===== config.mk =====
export PLATFORM = sky130hd
export DESIGN_NAME = mfu_page_replacement_core
export DESIGN_NICKNAME = d
export VERILOG_FILES = /design/src/hdl/mfu_pkg.sv /design/src/hdl/mfu_page_replacement_core.sv
export VERILOG_INCLUDE_DIRS = /design/src /design/src/hdl
export SDC_FILE = /design/constraint.sdc
export NUM_CORES = 1
export LEC_CHECK = 0
export BUFFER_PORTS_ARGS = -buffer_cell sky130_fd_sc_hd__buf_2
export CORE_MARGIN = 2
export CORE_UTILIZATION = 60
export DETAILED_ROUTE_END_ITERATION = 16
export PLACE_DENSITY = 0.78
export SLEW_MARGIN = 20
export SYNTH_ARGS = -nofsm -noshare
export SYNTH_HDL_FRONTEND = slang
export SYNTH_SLANG_ARGS = --single-unit

===== constraint.sdc =====
create_clock -name clk -period 4.9 [get_ports clk]
set_input_delay 0.49 -clock clk [delete_from_list [all_inputs] [get_ports clk]]
set_output_delay 0.49 -clock clk [all_outputs]
set_load 0.05 [all_outputs]

===== src/hdl/mfu_page_replacement_core_defines.svh =====
// Assertion macros shared by the core.
`ifndef MFU_PAGE_REPLACEMENT_CORE_DEFINES_SVH
`define MFU_PAGE_REPLACEMENT_CORE_DEFINES_SVH

// Same-cycle implication, disabled while in reset.
`define MFU_ASSERT_NOW(label, clk, rst_n, ante, cons) \
    label: assert property (@(posedge clk) disable iff (!rst_n) (ante) |-> (cons)) \
        else $error("mfu assertion failed");

// Next-cycle implication, disabled while in reset.
`define MFU_ASSERT_NEXT(label, clk, rst_n, ante, cons) \
    label: assert property (@(posedge clk) disable iff (!rst_n) (ante) |=> (cons)) \
        else $error("mfu assertion failed");

`endif


===== src/hdl/mfu_pkg.sv =====
package mfu_pkg;

    localparam int PAGE_IN_W  = 16;
    localparam int SLOT_W     = 4;
    localparam int EVICT_W    = 16;
    localparam int COUNT_W    = 16;
    localparam int TOTAL_W    = 32;
    localparam int FIU_W      = 5;
    localparam int IN_DATA_W  = 16;
    localparam int OUT_DATA_W = 88;
    localparam int OUT_USER_W = 2;

    localparam logic [FIU_W-1:0]   FIU_RESET = 5'd4;
    localparam logic [COUNT_W-1:0] COUNT_MAX = '1;
    localparam logic [TOTAL_W-1:0] TOTAL_MAX = '1;

    // tuser bit positions of the result item
    localparam int USER_HIT   = 0;
    localparam int USER_EVICT = 1;

    typedef enum logic [2:0] {
        ST_IDLE  = 3'b001,
        ST_SCAN  = 3'b010,
        ST_WRITE = 3'b100
    } state_t;

endpackage


===== src/hdl/mfu_page_replacement_core.sv =====
// MFU page replacement core.
// s_* : one page reference per item, s_tdata[15:0] = page_number.
// m_* : one result per item. m_tuser = {evicted_valid, was_hit};
//       m_tdata = {pad, miss_total, hit_total, evicted_page, frame_slot}.
// cfg_*: write of frames_in_use, taken at any time the core is idle.
// Frame pages and use counts live in one synchronous RAM, read one frame per
// cycle; valid bits are flops. An item runs from accept through one RAM read
// per active frame, the RAM read latency and a write-back, then returns to
// idle; the next item is not accepted until then. The result is loaded into
// the output register at the write-back.
// The RAM read port and the single scan counter set the pace of the scan.
// Reset empties every frame, zeroes the totals and sets frames_in_use to 4.
// The result sits in an output register; the next item is accepted while it
// waits, and its write-back stalls until the register has been taken.
// A frames_in_use of 0 acts as 1, above MAX_FRAMES acts as MAX_FRAMES.
`include "mfu_page_replacement_core_defines.svh"

module mfu_page_replacement_core #(
    parameter int MAX_FRAMES = 16,
    parameter int PAGE_BITS  = 16
) (
    input  logic                             clk,
    input  logic                             rst_n,
    input  logic                             cfg_valid,
    output logic                             cfg_ready,
    input  logic [mfu_pkg::FIU_W-1:0]        cfg_data,
    input  logic                             s_tvalid,
    output logic                             s_tready,
    input  logic [mfu_pkg::IN_DATA_W-1:0]    s_tdata,   // [15:0] page_number
    output logic                             m_tvalid,
    input  logic                             m_tready,
    // [3:0] frame_slot, [19:4] evicted_page, [51:20] hit_total, [83:52] miss_total
    output logic [mfu_pkg::OUT_DATA_W-1:0]   m_tdata,
    output logic [mfu_pkg::OUT_USER_W-1:0]   m_tuser    // [0] was_hit, [1] evicted_valid
);
    import mfu_pkg::*;

    localparam int IDX_W = (MAX_FRAMES > 1) ? $clog2(MAX_FRAMES) : 1;
    localparam int CNT_W = $clog2(MAX_FRAMES + 1);
    localparam int CMP_W = (CNT_W > FIU_W) ? CNT_W : FIU_W;
    localparam int MEM_W = PAGE_BITS + COUNT_W;
    localparam int PAD_W = OUT_DATA_W - SLOT_W - EVICT_W - 2 * TOTAL_W;

    state_t state_reg, state_next;

    logic [FIU_W-1:0]     fiu_reg;
    logic [CNT_W-1:0]     n_reg, n_next;
    logic [PAGE_BITS-1:0] page_reg;
    logic [CNT_W-1:0]     issue_cnt_reg, issue_cnt_next;
    logic                 cmp_vld_reg;
    logic [IDX_W-1:0]     cmp_idx_reg;
    logic [MAX_FRAMES-1:0] valid_reg;

    logic                 hit_found_reg, hit_found_next;
    logic [IDX_W-1:0]     hit_idx_reg, hit_idx_next;
    logic [COUNT_W-1:0]   hit_cnt_reg, hit_cnt_next;
    logic                 empty_found_reg, empty_found_next;
    logic [IDX_W-1:0]     empty_idx_reg, empty_idx_next;
    logic [COUNT_W-1:0]   best_cnt_reg, best_cnt_next;
    logic [IDX_W-1:0]     best_idx_reg, best_idx_next;
    logic [PAGE_BITS-1:0] best_page_reg, best_page_next;

    logic [TOTAL_W-1:0]   hit_total_reg, miss_total_reg;

    logic                    m_tvalid_reg;
    logic [OUT_DATA_W-1:0]   m_tdata_reg;
    logic [OUT_USER_W-1:0]   m_tuser_reg;

    logic [MEM_W-1:0]     mem [MAX_FRAMES];
    logic [MEM_W-1:0]     rd_data_reg;
    logic                 rd_en;
    logic                 mem_we;
    logic [MEM_W-1:0]     wr_data;
    logic [IDX_W-1:0]     slot;

    logic [PAGE_BITS-1:0] rd_page;
    logic [COUNT_W-1:0]   rd_cnt;
    logic                 rd_valid;
    logic                 last_cmp;
    logic [CMP_W-1:0]     fiu_ext;
    logic                 in_accept;
    logic                 out_free;
    logic                 is_hit;
    logic                 is_evict;
    logic [COUNT_W-1:0]   new_cnt;
    logic [PAGE_BITS-1:0] in_page;

    assign cfg_ready = 1'b1;
    assign s_tready  = (state_reg == ST_IDLE);
    assign in_accept = s_tvalid && s_tready;
    assign m_tvalid  = m_tvalid_reg;
    assign m_tdata   = m_tdata_reg;
    assign m_tuser   = m_tuser_reg;
    assign out_free  = !m_tvalid_reg || m_tready;

    assign in_page = PAGE_BITS'(s_tdata[PAGE_IN_W-1:0]);

    // clamp the active frame count
    assign fiu_ext = CMP_W'(fiu_reg);
    always_comb
    begin
        if (fiu_reg == '0)
        begin
            n_next = CNT_W'(1);
        end
        else if (fiu_ext > CMP_W'(MAX_FRAMES))
        begin
            n_next = CNT_W'(MAX_FRAMES);
        end
        else
        begin
            n_next = CNT_W'(fiu_ext);
        end
    end

    // frame RAM: {page, use count}
    assign rd_en = (state_reg == ST_SCAN) && (issue_cnt_reg < n_reg);

    always_ff @(posedge clk)
    begin
        if (mem_we)
        begin
            mem[slot] <= wr_data;
        end
        if (rd_en)
        begin
            rd_data_reg <= mem[issue_cnt_reg[IDX_W-1:0]];
        end
    end

    assign rd_page  = rd_data_reg[MEM_W-1:COUNT_W];
    assign rd_cnt   = rd_data_reg[COUNT_W-1:0];
    assign rd_valid = valid_reg[cmp_idx_reg];
    assign last_cmp = cmp_vld_reg && (CNT_W'(cmp_idx_reg) == (n_reg - CNT_W'(1)));

    // scan trackers: first valid match, first empty frame, highest count
    always_comb
    begin
        hit_found_next   = hit_found_reg;
        hit_idx_next     = hit_idx_reg;
        hit_cnt_next     = hit_cnt_reg;
        empty_found_next = empty_found_reg;
        empty_idx_next   = empty_idx_reg;
        best_cnt_next    = best_cnt_reg;
        best_idx_next    = best_idx_reg;
        best_page_next   = best_page_reg;
        if (cmp_vld_reg)
        begin
            if (rd_valid && (rd_page == page_reg) && !hit_found_reg)
            begin
                hit_found_next = 1'b1;
                hit_idx_next   = cmp_idx_reg;
                hit_cnt_next   = rd_cnt;
            end
            if (!rd_valid && !empty_found_reg)
            begin
                empty_found_next = 1'b1;
                empty_idx_next   = cmp_idx_reg;
            end
            // only consulted when every active frame is valid
            if ((cmp_idx_reg == '0) || (rd_cnt > best_cnt_reg))
            begin
                best_cnt_next  = rd_cnt;
                best_idx_next  = cmp_idx_reg;
                best_page_next = rd_page;
            end
        end
    end

    assign is_hit   = hit_found_reg;
    assign is_evict = !hit_found_reg && !empty_found_reg;

    always_comb
    begin
        if (hit_found_reg)
        begin
            slot = hit_idx_reg;
        end
        else if (empty_found_reg)
        begin
            slot = empty_idx_reg;
        end
        else
        begin
            slot = best_idx_reg;
        end
    end

    assign new_cnt = !is_hit ? COUNT_W'(1)
                   : (hit_cnt_reg == COUNT_MAX) ? hit_cnt_reg
                   : hit_cnt_reg + COUNT_W'(1);
    assign wr_data = {page_reg, new_cnt};
    assign mem_we  = (state_reg == ST_WRITE) && out_free;

    always_comb
    begin
        state_next     = state_reg;
        issue_cnt_next = issue_cnt_reg;
        unique case (state_reg)
            ST_IDLE:
            begin
                issue_cnt_next = '0;
                if (in_accept)
                begin
                    state_next = ST_SCAN;
                end
            end
            ST_SCAN:
            begin
                if (rd_en)
                begin
                    issue_cnt_next = issue_cnt_reg + CNT_W'(1);
                end
                if (last_cmp)
                begin
                    state_next = ST_WRITE;
                end
            end
            ST_WRITE:
            begin
                if (out_free)
                begin
                    state_next = ST_IDLE;
                end
            end
            default:
            begin
                state_next = ST_IDLE;
            end
        endcase
    end

    always_ff @(posedge clk or negedge rst_n)
    begin
        if (!rst_n)
        begin
            state_reg      <= ST_IDLE;
            fiu_reg        <= FIU_RESET;
            issue_cnt_reg  <= '0;
            cmp_vld_reg    <= 1'b0;
            valid_reg      <= '0;
            hit_total_reg  <= '0;
            miss_total_reg <= '0;
            m_tvalid_reg   <= 1'b0;
        end
        else
        begin
            state_reg     <= state_next;
            issue_cnt_reg <= issue_cnt_next;
            cmp_vld_reg   <= rd_en;
            if (cfg_valid && cfg_ready)
            begin
                fiu_reg <= cfg_data;
            end
            if (mem_we)
            begin
                valid_reg[slot] <= 1'b1;
                if (is_hit)
                begin
                    if (hit_total_reg != TOTAL_MAX)
                    begin
                        hit_total_reg <= hit_total_reg + TOTAL_W'(1);
                    end
                end
                else if (miss_total_reg != TOTAL_MAX)
                begin
                    miss_total_reg <= miss_total_reg + TOTAL_W'(1);
                end
                m_tvalid_reg <= 1'b1;
            end
            else if (m_tready)
            begin
                m_tvalid_reg <= 1'b0;
            end
        end
    end

    // payload registers
    always_ff @(posedge clk)
    begin
        cmp_idx_reg <= issue_cnt_reg[IDX_W-1:0];
        if (in_accept)
        begin
            page_reg        <= in_page;
            n_reg           <= n_next;
            hit_found_reg   <= 1'b0;
            empty_found_reg <= 1'b0;
        end
        else
        begin
            hit_found_reg   <= hit_found_next;
            empty_found_reg <= empty_found_next;
        end
        hit_idx_reg    <= hit_idx_next;
        hit_cnt_reg    <= hit_cnt_next;
        empty_idx_reg  <= empty_idx_next;
        best_cnt_reg   <= best_cnt_next;
        best_idx_reg   <= best_idx_next;
        best_page_reg  <= best_page_next;
        if (mem_we)
        begin
            m_tuser_reg[USER_HIT]   <= is_hit;
            m_tuser_reg[USER_EVICT] <= is_evict;
            m_tdata_reg <= {
                PAD_W'(0),
                is_hit ? miss_total_reg
                    : ((miss_total_reg == TOTAL_MAX) ? miss_total_reg
                        : miss_total_reg + TOTAL_W'(1)),
                !is_hit ? hit_total_reg
                    : ((hit_total_reg == TOTAL_MAX) ? hit_total_reg
                        : hit_total_reg + TOTAL_W'(1)),
                is_evict ? EVICT_W'(best_page_reg) : EVICT_W'(0),
                SLOT_W'(slot)
            };
        end
    end

    `MFU_ASSERT_NEXT(a_accept_starts_scan, clk, rst_n, in_accept, state_reg == ST_SCAN)
    `MFU_ASSERT_NOW(a_hit_no_evict, clk, rst_n, m_tvalid_reg,
        !(m_tuser_reg[USER_HIT] && m_tuser_reg[USER_EVICT]))
    `MFU_ASSERT_NOW(a_cmp_in_range, clk, rst_n, cmp_vld_reg,
        CNT_W'(cmp_idx_reg) < n_reg)
    `MFU_ASSERT_NEXT(a_write_sets_valid, clk, rst_n, mem_we, valid_reg[$past(slot)])

endmodule


== Word level (Yosys, flattened, before mapping) ==
Memories as Yosys holds them, arrays and structs flattened. A register that Yosys moved wholly into a read port is not among the register bits.
Cells that the tools add are included.
W data, S select, Z words.
Storage, ports and cells
  RAM bits: 512
  bits of input ports: 26
  output and inout port bits: 93
  memories kept: 1
  bits in read-only memories: 0
  bits in latches: 0
  bits in registers: 268
  logic and storage cells: 101
Cells by class
  multipliers: 0
  div/mod/pow operators: 0
  order comparisons: 6
  bitwise gates (word level): 2
  reduce and logical (&&, ||, !) cells: 27
  shift operators: 0
  $add $sub $neg: 5
  equality and inequality tests: 14
  muxes and demuxes: 23
Memory list
  mem: words 16, bits a word 32, rd ports 1, clocked after Yosys merged registers in 1, wr ports 1, line mfu_page_replacement_core.sv:69  | logic [MEM_W-1:0] mem [MAX_FRAMES];
Operators by type and width (number)
  $mux W32: 4
  $add A32 B1 Y32 const B: 2
  $eq A32 B32 Y1 const B: 2
  $ne A32 B32 Y1 const B: 2
  $mux W16: 2
  $add A16 B1 Y16 const B: 1
  $eq A16 B16 Y1: 1
  $eq A16 B16 Y1 const B: 1
  $gt A16 B16 Y1: 1
  $or A16 B16 Y16: 1
  $lt A4 B5 Y1 const B: 2
  $mux W5: 2
  $pmux W5 S2: 1
  $logic_and A1 B1 Y1: 9
  $mux W3: 3
  $pmux W3 S3: 1
  $reduce_and A3 Y1: 3
  $mux W4: 2
  $reduce_and A2 Y1: 4
  $mux W1: 6
  $ne A2 B2 Y1 const B: 3
  $add A5 B1 Y5 const B: 1
  $eq A4 B5 Y1: 1
  $gt A5 B5 Y1 const B: 1
  other kinds (16): 21

== Longest topological paths before layout ==
Gate-level depths: netlist of the first run.
  depth in word-level cells: 7
  gate-level depth with buffers: 8
  mapped depth without buffers: 7

== Worst setup path before layout of the first run ==
Ideal clock, no wire load.
  kind: flip-flop to flip-flop
  start point: reg cmp_idx_reg[0]
  end point: reg hit_cnt_reg[0] (enable)
  clock period less this slack: 3.724 ns
  arrival time: 3.272 ns
  data required time: 4.448 ns
  path slack: 1.176 ns
  cell stages (with the launch flop): 6
  setup time: 0.452 ns
  buffers on the path: 1
  path through: dfxtp_1 > buf_2 > mux4_2 > mux2i_1 > mux2_2 > nor4_1
On the way
  cells in the longest elaborated chain, start to end: 5
Ends and longest elaborated chain
  start: declaration: line mfu_page_replacement_core.sv:51  | logic [IDX_W-1:0] cmp_idx_reg;
  start signal: assignment: line mfu_page_replacement_core.sv:281  | cmp_idx_reg <= issue_cnt_reg[IDX_W-1:0];
  $bmux W1 S4: line mfu_page_replacement_core.sv:133  | assign rd_valid = valid_reg[cmp_idx_reg];
  $mux W1 (not written as such): line mfu_page_replacement_core.sv:133
  $logic_and A1 B1 Y1 (2 in series): line mfu_page_replacement_core.sv:149  | if (rd_valid && (rd_page == page_reg) && !hit_found_reg)
  $reduce_and A2 Y1 (no line)
  end signal: assignment: line mfu_page_replacement_core.sv:295  | hit_cnt_reg <= hit_cnt_next;
  end: declaration: line mfu_page_replacement_core.sv:56  | logic [COUNT_W-1:0] hit_cnt_reg, hit_cnt_next;
No other way between the ends. The select of a mux whose other input is x is not followed.
A chain may end at the register's enable or synchronous reset.

== Worst setup path in the final report of the first run ==
  start point: reg state_reg[1]
  end point: mem mem[0][6] (netlist name) (enable)
On the way
  cells in the longest elaborated chain, start to end: 4
Ends and longest elaborated chain
  start: declaration: line mfu_page_replacement_core.sv:44  | state_t state_reg, state_next;
  start signal: assignment: line mfu_page_replacement_core.sv:248  | state_reg <= state_next;
  $eq A3 B3 Y1: line mfu_page_replacement_core.sv:193  | assign mem_we = (state_reg == ST_WRITE) && out_free;
  $logic_and A1 B1 Y1: line mfu_page_replacement_core.sv:193
  $mux W1: line mfu_page_replacement_core.sv:121  | if (mem_we)
  $mux W1 (not written as such): line mfu_page_replacement_core.sv:123  | mem[slot] <= wr_data;
  end: declaration: line mfu_page_replacement_core.sv:69
No other way between the ends.

==> qor.csv, run 1 <==
stage;metric;value;unit
yosys;Synth area leader;edfxtp_1;
die;placeable core region;0.0537;mm^2
placed_design;Placement Setup Slack;1.66;ns
placed_design;number of buffer cells added on primary ports;113;
clocking;CTS sink cnt;812;
worst_setup_path;startpoint class of the critical path;flip-flop;
global_route;met3 routing resource usage after global routing;5.30;%
worst_setup_path;kind of critical path;flip-flop to flip-flop;
global_route;antenna violations before repair;1;
worst_setup_path;Critical Path Fanout Max;36;
drt;drt pass-1 iters;5;
worst_setup_path;critical path data arrival time;3.57;ns
timing;RSZ-0062 raised after global routing;no;
yosys;cell count after synthesis;1733;
drt;count of nets left with antenna violations after detail routing;0;
layout;area occupied by multi-input gates;0.00831;mm^2
yosys;count of synthesis-stage warnings from yosys;0;
layout;number of nets in the layout;1954;
timing;Peak Freq;0.303;GHz
drt;Remaining DRCs;0;
run_status;result of the run;finished clean;
drt;count of routing violations after the opening detailed-route iteration;1659;
global_route;first-pass GRT wire length;106000;um
layout;fraction of layout instances using a drive strength above 1;25.5;%
die;Die Span Y;237;um
timing;Total Negative Setup Slacks;0;ns
yosys;count of cell types in the netlist;68;
placed_design;placed cell count;2513;
timing;final hold violations;0;
global_route;Tot GR Track Use;25.7;%
clocking;maximum count of clock buffers along a single path;3;
global_route;residual overflow from global routing;0;
worst_setup_path;data required time of the worst path;5.17;ns
clocking;clock latency on the worst-skew pair;0.64;ns
timing;worst-case clock skew;0.0167;ns
yosys;Async S/R FF share, synth;11.7;%
yosys;syn_area_per_cell;18.8;um^2
clocking;CTS tree;built;
drt;aggregate routed wire length;69900;um
timing;final worst path period need;3.30;ns
clocking;Resized cells post-CTS;0;
drt;number of vias in the routed layout;16800;
yosys;netlist area before placement;0.0325;mm^2
pwr;static leakage power;11.9;nW
global_route;global-route track usage on met2;41.6;%
clocking;clk root buf;clkbuf_16;
global_route;highest-utilization routing layer at the global route stage;met2;
global_route;vias in the first global route;17300;
timing;pins over their slew limit;0;
placed_design;final weighted congestion of routability-driven global placement;0.833;
pwr;Pwr per Cell Area;427;mW/mm^2
yosys;most common flop cell mapped by yosys;edfxtp_1;
die;Rows;85;
placed_design;final HPWL from detailed placement;39900;um
clocking;number of buffers added for setup after CTS;0;
layout;Diodes inserted;0;
yosys;biggest area contributors in the synthesized netlist;edfxtp_1, mux4_2, dfrtp_1;
layout;Register Area;0.0239;mm^2
yosys;share of the yosys chip area belonging to registers;73.3;%
timing;slew at the pin with the worst max-slew slack;1.12;ns
die;Die Area;0.0561;mm^2
timing;share of the clock period used by the worst path;67.3;%
timing;headroom to the max-slew limit;25.1;%
timing;final setup violation count;0;
clocking;clock transition time at the flip-flop clock pins of the worst setup and hold paths;0.06;ns
die;die width;237;um
worst_setup_path;capturing element type of the critical path;flip-flop;
yosys;post-synthesis sequential element count;812;
global_route;GR Layer Usage met1;35.2;%
run;total of max-cap violations;0;
pwr;VDD IR-drop max;343;uV
layout;number of filler instances in the final layout;3235;
timing;worst path setup slack after routing;1.60;ns
worst_hold_path;path class of the lowest-slack min-delay path;input pin to flip-flop;
clocking;Inserted Clock Buffers;81;
drt;ratio of routed vias to standard cells;6.33;
pwr;overall power after layout;15.7;mW
layout;Final Instance Count excl. Fillers;2662;
yosys;Post-synth EDFFs;711;
layout;area overhead of the layout relative to synthesis;12.8;%
yosys;top cell type's share of synthesized area;65.6;%
die;initial standard-cell utilization of the core;60.6;%
drt;detail-routed net length per standard cell;26.3;um
clocking;number of buffers inserted by hold repair at cts;1;
layout;utilization after layout;68.3;%
clocking;total number of H-tree levels;3;
layout;number of flip-flops in the largest register;512;
global_route;maximum number of pins on one net before global-route repair;66;
die;total I/O pin count;119;
==> routing by layer <==
layer  routed length, um  part of all wire [%]
met5                   0                     0
met4                2330                   3.3
met3                6240                   8.9
met2               34500                    49
met1               26800                    38
==> cell usage after synthesis (6+ instances only) <==
cell / count
nor2_1: 60
buf_4: 6
or3_1: 8
nand2_1: 87
buf_2: 27
nor3_1: 26
and4_1: 8
dfxtp_1: 6
and3_1: 18
edfxtp_1: 711
clkbuf_1: 28
nor3b_1: 7
a21oi_1: 19
ha_1: 27
inv_1: 33
mux4_2: 164
nand3_1: 41
nor4_1: 14
and2_1: 25
xor2_1: 60
a31oi_1: 6
nand2b_1: 7
o21bai_1: 16
xnor2_1: 89
dfrtp_1: 93
o21ai_0: 10
o21a_1: 7
mux2i_1: 10
mux2_2: 9
nand4_1: 36
==> through the flow <==
stage,hold WS (ns),instance area (um^2)
3_3_place_gp,0.454,34100
5_1_grt,0.00874,36700
4_1_cts,0.00334,36700
6_report,0.0290,36700
3_5_place_dp,0.462,34100
2_1_floorplan,0.194,32500
==> worst paths after layout <==
path / start / endpoint / slack (ns) / depth (start not counted)
setup / recovery: state_reg[1] / mem[0][6] / 1.60 / 6
setup reg to reg: state_reg[1] / mem[0][6] / 1.60 / 6
hold / removal: s_tdata[14] / page_reg[14] / 0.03 / 1
max in group asynchronous: rst_n / miss_total_reg[14] / 3.38 / 3
min in group asynchronous: rst_n / hit_total_reg[10] / 0.43 / 2
hold reg to reg: rd_data_reg[22] / best_page_reg[6] / 0.48 / 0
==> report_power, final <==
group	switching (mW)	internal (mW)	total [mW]
sequential	0.370	7.95	8.32
combinational	0.812	0.591	1.40
clock	2.64	3.32	5.95
total	3.82	11.9	15.7
==> cell families (layout without fill, tap and decap cells) <==
family                     Yosys count  count (layout)  synth area share [%]
xor gates and xnor gates           149             149                  4.01
buffers and inverters              109             339                  1.60
adders and majority gates           27              27                  1.04
AOI/OAI and AO/OA                   82              82                  1.75
and+or+nand+nor                    368             368                  6.23
other                                2               5                0.0231
DFF                                812             812                  73.3
muxes                              184             184                  12.0
==> critical path, stage by stage (launching register included) <==
cell and delay [ns]:
dfrtp_1 0.42, nor3b_1 0.34, nand2_1 0.17, inv_4 0.39, nand3_1 0.55, nor2_4 0.53
buf_4 0.51
==> cells in the final DEF (no fill, tap or decap), types with 8 or more instances in the layout <==
cell type,synthesis,final
clkinv_2,0,20
clkbuf_1,28,21
buf_2,27,112
o21ai_0,10,10
mux2_2,9,9
and2_1,25,25
mux4_2,164,164
buf_4,6,39
nand2_1,87,87
nand4_1,36,36
a21oi_1,19,17
clkinv_1,0,11
nor4_1,14,13
edfxtp_1,711,711
nor2_4,0,16
clkbuf_16,0,81
and4_1,8,8
and3_1,18,18
xor2_1,60,60
nor3_1,26,26
o21bai_1,16,16
nand3_1,41,41
dfrtp_1,93,89
nor2_1,60,41
ha_1,27,27
or3_1,8,8
xnor2_1,89,89
mux2i_1,10,9
inv_1,33,32
==> area by class of cell <==
type                    count  area share [%]
flip-flops and latches    812            65.0
multi-input cells         815            22.7
clock buffers             103            5.78
repair buffers            157            2.65
well taps                 696            2.37
clock inverters            45            1.12
inverters                  34           0.392
(Power assumes the default switching activity.)
==> run 2, diff against run 1 <==
Clock period 4.9 ns to 3.35 ns, I/O delays scaled along.
==> run 2 against run 1 <==
Clock-buffer cell count up 2. Highest routed layer unchanged. Setup slack worse by 1.0 ns. Global-route usage is 0.24 points lower.
==> qor.csv, run 2 (synthesis gave the netlist of run 1 again) <==
stage;metric;value;unit;change
run_status;result of the run;finished clean;;unchanged
global_route;global-route track usage on met2;40.7;%;was 41.6%
layout;area occupied by multi-input gates;0.00831;mm^2;unchanged
pwr;overall power after layout;23.0;mW;was 15.7 mW
timing;Total Negative Setup Slacks;0;ns;unchanged
worst_setup_path;RR Startpoint;empty_found_reg;;was state_reg[1]
global_route;highest-utilization routing layer at the global route stage;met2;;unchanged
die;total I/O pin count;119;;unchanged
worst_setup_path;startpoint class of the critical path;flip-flop;;unchanged
placed_design;number of buffer cells added on primary ports;113;;unchanged
timing;worst path setup slack after routing;0.568;ns;was 1.60 ns
drt;ratio of routed vias to standard cells;6.24;;was 6.33
global_route;maximum number of pins on one net before global-route repair;69;;was 66
layout;most common library cell in the layout ignoring fill and taps;edfxtp_1;;unchanged
die;placeable core region;0.0537;mm^2;unchanged
worst_setup_path;critical path data arrival time;3.09;ns;was 3.57 ns
worst_setup_path;Critical Path Fanout Max;26;;was 36
layout;fraction of layout instances using a drive strength above 1;25.7;%;was 25.5%
drt;drt pass-1 iters;5;;unchanged
drt;number of vias in the routed layout;16900;;was 16,800
timing;final worst path period need;2.78;ns;was 3.30 ns
worst_hold_path;hold-critical path endpoint;fiu_ext[3];;was page_reg[14]
placed_design;final weighted congestion of routability-driven global placement;0.879;;was 0.833
timing;headroom to the max-slew limit;38.1;%;was 25.1%
drt;Remaining DRCs;0;;unchanged
global_route;residual overflow from global routing;0;;unchanged
global_route;Tot GR Track Use;25.4;%;was 25.7%
run;total of max-cap violations;0;;unchanged
timing;share of the clock period used by the worst path;83.1;%;was 67.3%
drt;aggregate routed wire length;69200;um;was 69,900 um
worst_hold_path;WHS Path Cells;2;;was 1
global_route;GR Layer Usage met1;35.6;%;was 35.2%
worst_hold_path;launch instance of the worst min-delay path;cfg_valid;;was s_tdata[14]
pwr;Pwr per Cell Area;618;mW/mm^2;was 427 mW/mm^2
clocking;number of buffers inserted by hold repair at cts;24;;was 1
global_route;vias in the first global route;17100;;was 17,300
clocking;clk root buf;clkbuf_16;;unchanged
die;Rows;85;;unchanged
layout;number of filler instances in the final layout;3214;;was 3,235
die;Die Span Y;237;um;unchanged
clocking;Resized cells post-CTS;0;;unchanged
worst_setup_path;CP bufs+invs;2;;unchanged
die;Die Area;0.0561;mm^2;unchanged
timing;RSZ-0062 raised after global routing;no;;unchanged
timing;Peak Freq;0.359;GHz;was 0.303 GHz
die;initial standard-cell utilization of the core;60.6;%;unchanged
global_route;antenna violations before repair;1;;unchanged
worst_setup_path;Max stage delay cell, worst path;or3_1;;was nand3_1
clocking;Inserted Clock Buffers;79;;was 81
clocking;clock transition time at the flip-flop clock pins of the worst setup and hold paths;0.06;ns;about the same
clocking;total number of H-tree levels;3;;unchanged
layout;area overhead of the layout relative to synthesis;14.4;%;was 12.8%
clocking;clock latency on the worst-skew pair;0.64;ns;about the same
layout;top library cells by usage in the layout, fill and taps aside;edfxtp_1, mux4_2, buf_2;;unchanged
worst_setup_path;kind of critical path;flip-flop to flip-flop;;unchanged
clocking;number of buffers added for setup after CTS;0;;unchanged
pwr;static leakage power;12.1;nW;was 11.9 nW
worst_setup_path;gate family responsible for the most delay along the worst path;simple AND/OR/NAND/NOR gates;;unchanged
timing;worst-case clock skew;0.0206;ns;was 0.0167 ns
worst_setup_path;capturing element type of the critical path;flip-flop;;unchanged
global_route;met3 routing resource usage after global routing;5.71;%;was 5.30%
timing;pins over their slew limit;0;;unchanged
clocking;CTS sink cnt;812;;unchanged
timing;final hold violations;0;;unchanged
placed_design;Placement Setup Slack;0.633;ns;was 1.66 ns
layout;number of flip-flops in the largest register;512;;unchanged
timing;slew at the pin with the worst max-slew slack;0.929;ns;was 1.12 ns
clocking;maximum count of clock buffers along a single path;3;;unchanged
die;die width;237;um;unchanged
worst_setup_path;length in cells of the worst reg-to-reg path;6;;unchanged
placed_design;final HPWL from detailed placement;41900;um;was 39,900 um
worst_setup_path;R2R Setup Slk;0.57;ns;was 1.60 ns
worst_setup_path;end of the worst register-to-register path;mem[14][11];;was mem[0][6]
clocking;CTS tree;built;;unchanged
timing;final setup violation count;0;;unchanged
worst_setup_path;stage delay of the slowest cell on the critical path;0.64;ns;was 0.55 ns
global_route;first-pass GRT wire length;105000;um;was 106,000 um
worst_hold_path;path class of the lowest-slack min-delay path;input pin to flip-flop;;unchanged
drt;detail-routed net length per standard cell;25.6;um;was 26.3 um
layout;number of nets in the layout;1997;;was 1,954
layout;Register Area;0.0239;mm^2;unchanged
worst_setup_path;data required time of the worst path;3.66;ns;was 5.17 ns
pwr;VDD IR-drop max;567;uV;was 343 uV
drt;count of nets left with antenna violations after detail routing;0;;unchanged
drt;count of routing violations after the opening detailed-route iteration;1827;;was 1,659
worst_setup_path;critical path, cell by cell;mux2_1 > mux2i_1 > inv_1 > or3_1 > nor2_4 > buf_12;;was nor3b_1 > nand2_1 > inv_4 > nand3_1 > nor2_4 > buf_4
## run 2: cell types whose count changed in the layout (fill, tap and decap cells not counted), moves of 3 or more
cell           delta
dlygate4sd3_1    +23
buf_4            +12
clkinv_2          -6
bufinv_16         +3
buf_12           +11
## run 2: per-layer routing
metal | up-vias | share of wire [%]
li1 | 7243 | -
met1 | 8670 | 40
met2 | 826 | 49
met3 | 142 | 8.8
met4 | 0 | 2.6
met5 | - | 0
## run 2: cell type report
type	instances	area share, %
Multi-Input combinational cell	815	22.3
Inverter	34	0.387
Antenna cell	1	0.00673
Clock inverter	39	1.14
Tap cell	696	2.34
Sequential cell	812	64.1
Clock buffer	105	5.66
Timing Repair Buffer	202	3.99
## run 2: per-stage QoR
stage	utilization, %	hold WS (ns)	std cells	area [um^2]
after floorplan	-	0.0394	1736	32600
after global placement	64.1	0.455	2535	34400
after detailed placement	64.1	0.459	2535	34400
after CTS	69.3	0.0124	2703	37200
after global routing	69.3	0.0422	2703	37200
final	69.3	0.0464	2704	37200
## run 2: how the worst max path moves through the flow
stage,from,end,cells after the start
floorplan,m_tvalid,mem[0][0],7
global placement,empty_found_reg,mem[14][12],6
detailed placement,empty_found_reg,mem[14][12],6
CTS,empty_found_reg,mem[14][11],6
global route,state_reg[1],mem[4][3],6
finish,empty_found_reg,mem[14][11],6
## run 2: worst reg2reg max path, delay by kind of cell (launching register included)
kind,cells,cell delay (ns)
and+or+nand+nor,2,1.00
muxes,2,0.57
DFF,1,0.50
buffers and inverters,2,0.38
## run 2: power by group
group | switching, mW | internal (mW)
Sequential | 0.421 | 11.6
Combinational | 1.30 | 0.930
Clock | 3.72 | 4.99
==> run 3, diff against run 2 <==
Clock period 3.35 ns to 2.69 ns, I/O delays scaled along.
==> run 3 against run 2 <==
Sequential power grew 25%. Sequential cell count stayed put. Non-clock buffer count increased by 31. Total power grew 25%. Critical path depth stayed put. First-iteration DRC count up 0.88%. Clock power increased by 24%. Die area unchanged. Largest cell class unchanged. Largest power group unchanged.
==> qor.csv, run 3 (synthesis gave the netlist of run 1 again) <==
stage;metric;value;unit;change
drt;count of nets left with antenna violations after detail routing;0;;unchanged
pwr;static leakage power;12.3;nW;was 12.1 nW
pwr;VDD IR-drop max;683;uV;was 567 uV
layout;Diodes inserted;0;;was 1
layout;number of flip-flops in the largest register;512;;unchanged
global_route;residual overflow from global routing;0;;unchanged
drt;aggregate routed wire length;71300;um;was 69,200 um
die;Die Area;0.0561;mm^2;unchanged
timing;pins over their slew limit;0;;unchanged
global_route;GR Layer Usage met1;36.1;%;was 35.6%
pwr;switching portion of total power;24.1;%;was 23.6%
worst_setup_path;critical path, cell by cell;nor3b_1 > nand2_1 > inv_4 > nand3_2 > nor2_4 > buf_12;;was mux2_1 > mux2i_1 > inv_1 > or3_1 > nor2_4 > buf_12
clocking;CTS sink cnt;812;;unchanged
die;die width;237;um;unchanged
worst_setup_path;startpoint class of the critical path;flip-flop;;unchanged
clocking;clk root buf;clkbuf_16;;unchanged
worst_hold_path;path class of the lowest-slack min-delay path;input pin to flip-flop;;unchanged
global_route;first-pass GRT wire length;109000;um;was 105,000 um
clocking;total number of H-tree levels;3;;unchanged
timing;share of the clock period used by the worst path;92.6;%;was 83.1%
global_route;antenna violations before repair;0;;was 1
run_status;result of the run;finished clean;;unchanged
layout;area overhead of the layout relative to synthesis;15.5;%;was 14.4%
worst_setup_path;CP bufs+invs;2;;unchanged
run;total of max-cap violations;0;;unchanged
worst_setup_path;data required time of the worst path;3.00;ns;was 3.66 ns
timing;final setup violation count;0;;unchanged
worst_setup_path;gate family responsible for the most delay along the worst path;simple AND/OR/NAND/NOR gates;;unchanged
worst_setup_path;critical path data arrival time;2.80;ns;was 3.09 ns
pwr;clock share of power;37.6;%;was 37.9%
timing;final hold violations;0;;unchanged
clocking;CTS tree;built;;unchanged
worst_setup_path;kind of critical path;flip-flop to flip-flop;;unchanged
drt;detail-routed net length per standard cell;26.1;um;was 25.6 um
worst_setup_path;stage delay of the slowest cell on the critical path;0.43;ns;was 0.64 ns
drt;drt pass-1 iters;7;;was 5
pwr;Pint;21.8;mW;was 17.6 mW
placed_design;post-place instance area;0.0347;mm^2;was 0.0344 mm^2
layout;Register Area;0.0239;mm^2;unchanged
die;initial standard-cell utilization of the core;60.6;%;unchanged
global_route;highest-utilization routing layer at the global route stage;met2;;unchanged
timing;final worst path period need;2.49;ns;was 2.78 ns
global_route;Tot GR Track Use;26.2;%;was 25.4%
drt;Remaining DRCs;0;;unchanged
global_route;met3 routing resource usage after global routing;4.57;%;was 5.71%
global_route;global-route track usage on met2;43.7;%;was 40.7%
global_route;vias in the first global route;17700;;was 17,100
layout;fraction of layout instances using a drive strength above 1;27.2;%;was 25.7%
clocking;Inserted Clock Buffers;80;;was 79
clocking;maximum count of clock buffers along a single path;3;;unchanged
placed_design;final weighted congestion of routability-driven global placement;0.892;;was 0.879
pwr;Gate power share;10.4;%;was 9.7%
die;Die Span Y;237;um;unchanged
layout;area occupied by multi-input gates;0.00834;mm^2;was 0.00831 mm^2
worst_setup_path;Max stage delay cell, worst path;dfrtp_1;;was or3_1
timing;slew at the pin with the worst max-slew slack;0.974;ns;was 0.929 ns
clocking;clock transition time at the flip-flop clock pins of the worst setup and hold paths;0.06;ns;about the same
clocking;number of buffers added for setup after CTS;0;;unchanged
die;Rows;85;;unchanged
timing;Peak Freq;0.402;GHz;was 0.359 GHz
layout;post-route standard cell area excluding fillers;0.0376;mm^2;was 0.0372 mm^2
placed_design;number of buffer cells added on primary ports;113;;unchanged
pwr;Pwr per Cell Area;765;mW/mm^2;was 618 mW/mm^2
timing;RSZ-0062 raised after global routing;no;;unchanged
pwr;part of the total power dissipated in sequential elements;52.0;%;was 52.4%
layout;number of filler instances in the final layout;3165;;was 3,214
layout;number of nets in the layout;2029;;was 1,997
die;placeable core region;0.0537;mm^2;unchanged
timing;worst hold slack after final layout;0.0954;ns;was 0.0464 ns
timing;worst-case clock skew;0.0219;ns;was 0.0206 ns
layout;top library cells by usage in the layout, fill and taps aside;edfxtp_1, mux4_2, buf_2;;unchanged
pwr;switching power;6.92;mW;was 5.44 mW
worst_setup_path;Critical Path Fanout Max;22;;was 26
placed_design;final HPWL from detailed placement;41900;um;about the same
worst_setup_path;capturing element type of the critical path;flip-flop;;unchanged
layout;most common library cell in the layout ignoring fill and taps;edfxtp_1;;unchanged
drt;ratio of routed vias to standard cells;6.26;;was 6.24
drt;number of vias in the routed layout;17100;;was 16,900
global_route;maximum number of pins on one net before global-route repair;92;;was 69
die;total I/O pin count;119;;unchanged
drt;count of routing violations after the opening detailed-route iteration;1843;;was 1,827
timing;headroom to the max-slew limit;34.8;%;was 38.1%
clocking;clock latency on the worst-skew pair;0.64;ns;about the same
-- run 3: layout make-up --
class / count / share of cell area [%]
clock buffers: 96 / 5.68
clock inverters: 50 / 1.02
inverters: 34 / 0.383
multi-input cells: 815 / 22.2
flip-flops and latches: 812 / 63.5
well taps: 696 / 2.32
repair buffers: 233 / 4.90
-- run 3: worst paths after layout --
| path | startpoint | end | slack (ns) | cells after the start |
|---|---|---|---|---|
| worst min register to register | valid_reg[11] | valid_reg[11] | 0.47 | 1 |
| worst max-delay path | state_reg[1] | mem[9][14] | 0.20 | 6 |
| min in group asynchronous | rst_n | hit_total_reg[4] | 0.15 | 2 |
| max in group asynchronous | rst_n | miss_total_reg[6] | 1.81 | 3 |
| worst max register to register | state_reg[1] | mem[9][14] | 0.20 | 6 |
| worst min-delay path | m_tready | m_tvalid | 0.1 | 3 |
-- run 3: worst reg2reg max path, delay by kind of cell, from the launching register on --
kind	cells	cell delay, ns
and+or+nand+nor	4	1.27
DFF	1	0.43
buffers and inverters	2	0.46
-- run 3: routing by layer --
| layer | vias to the layer above | routed length (um) |
|---|---|---|
| met3 | 144 | 5970 |
| met1 | 8777 | 27600 |
| met4 | 0 | 1850 |
| met2 | 887 | 35900 |
| li1 | 7329 | - |
| met5 | - | 0 |
-- run 3: power by group through the flow --
stage | combinational, mW | sequential [mW] | clock [mW]
6_report | 3.00 | 15.0 | 10.8
5_1_grt | 3.24 | 15.0 | 11.4
4_1_cts | 3.03 | 14.9 | 10.9
3_5_place_dp | 2.95 | 15.2 | 0
3_3_place_gp | 2.87 | 15.2 | 0
2_1_floorplan | 1.92 | 15.0 | 0
-- run 3: through the flow --
| step | setup TNS [ns] | power [mW] | util (%) | worst slack, ns | std cells |
|---|---|---|---|---|---|
| final | 0 | 28.7 | 70.0 | 0.200 | 2736 |
| after global routing | 0 | 29.6 | 70.0 | 0.0296 | 2736 |
| after CTS | 0 | 28.9 | 69.9 | 0.0593 | 2736 |
| after detailed placement | 0 | 18.1 | 64.7 | 0.122 | 2561 |
| after global placement | 0 | 18.0 | 64.7 | 0.266 | 2561 |
| after floorplan | -139.89 | 16.9 | - | -0.443 | 1736 |
-- run 3: repair_timing --
action / 4_1_cts / 5_1_grt
endpoints found under the setup margin: 0 / 89
resized for setup: 0 / 2
endpoints found under the hold margin: 58 / 0
hold buffers: 29 / 0
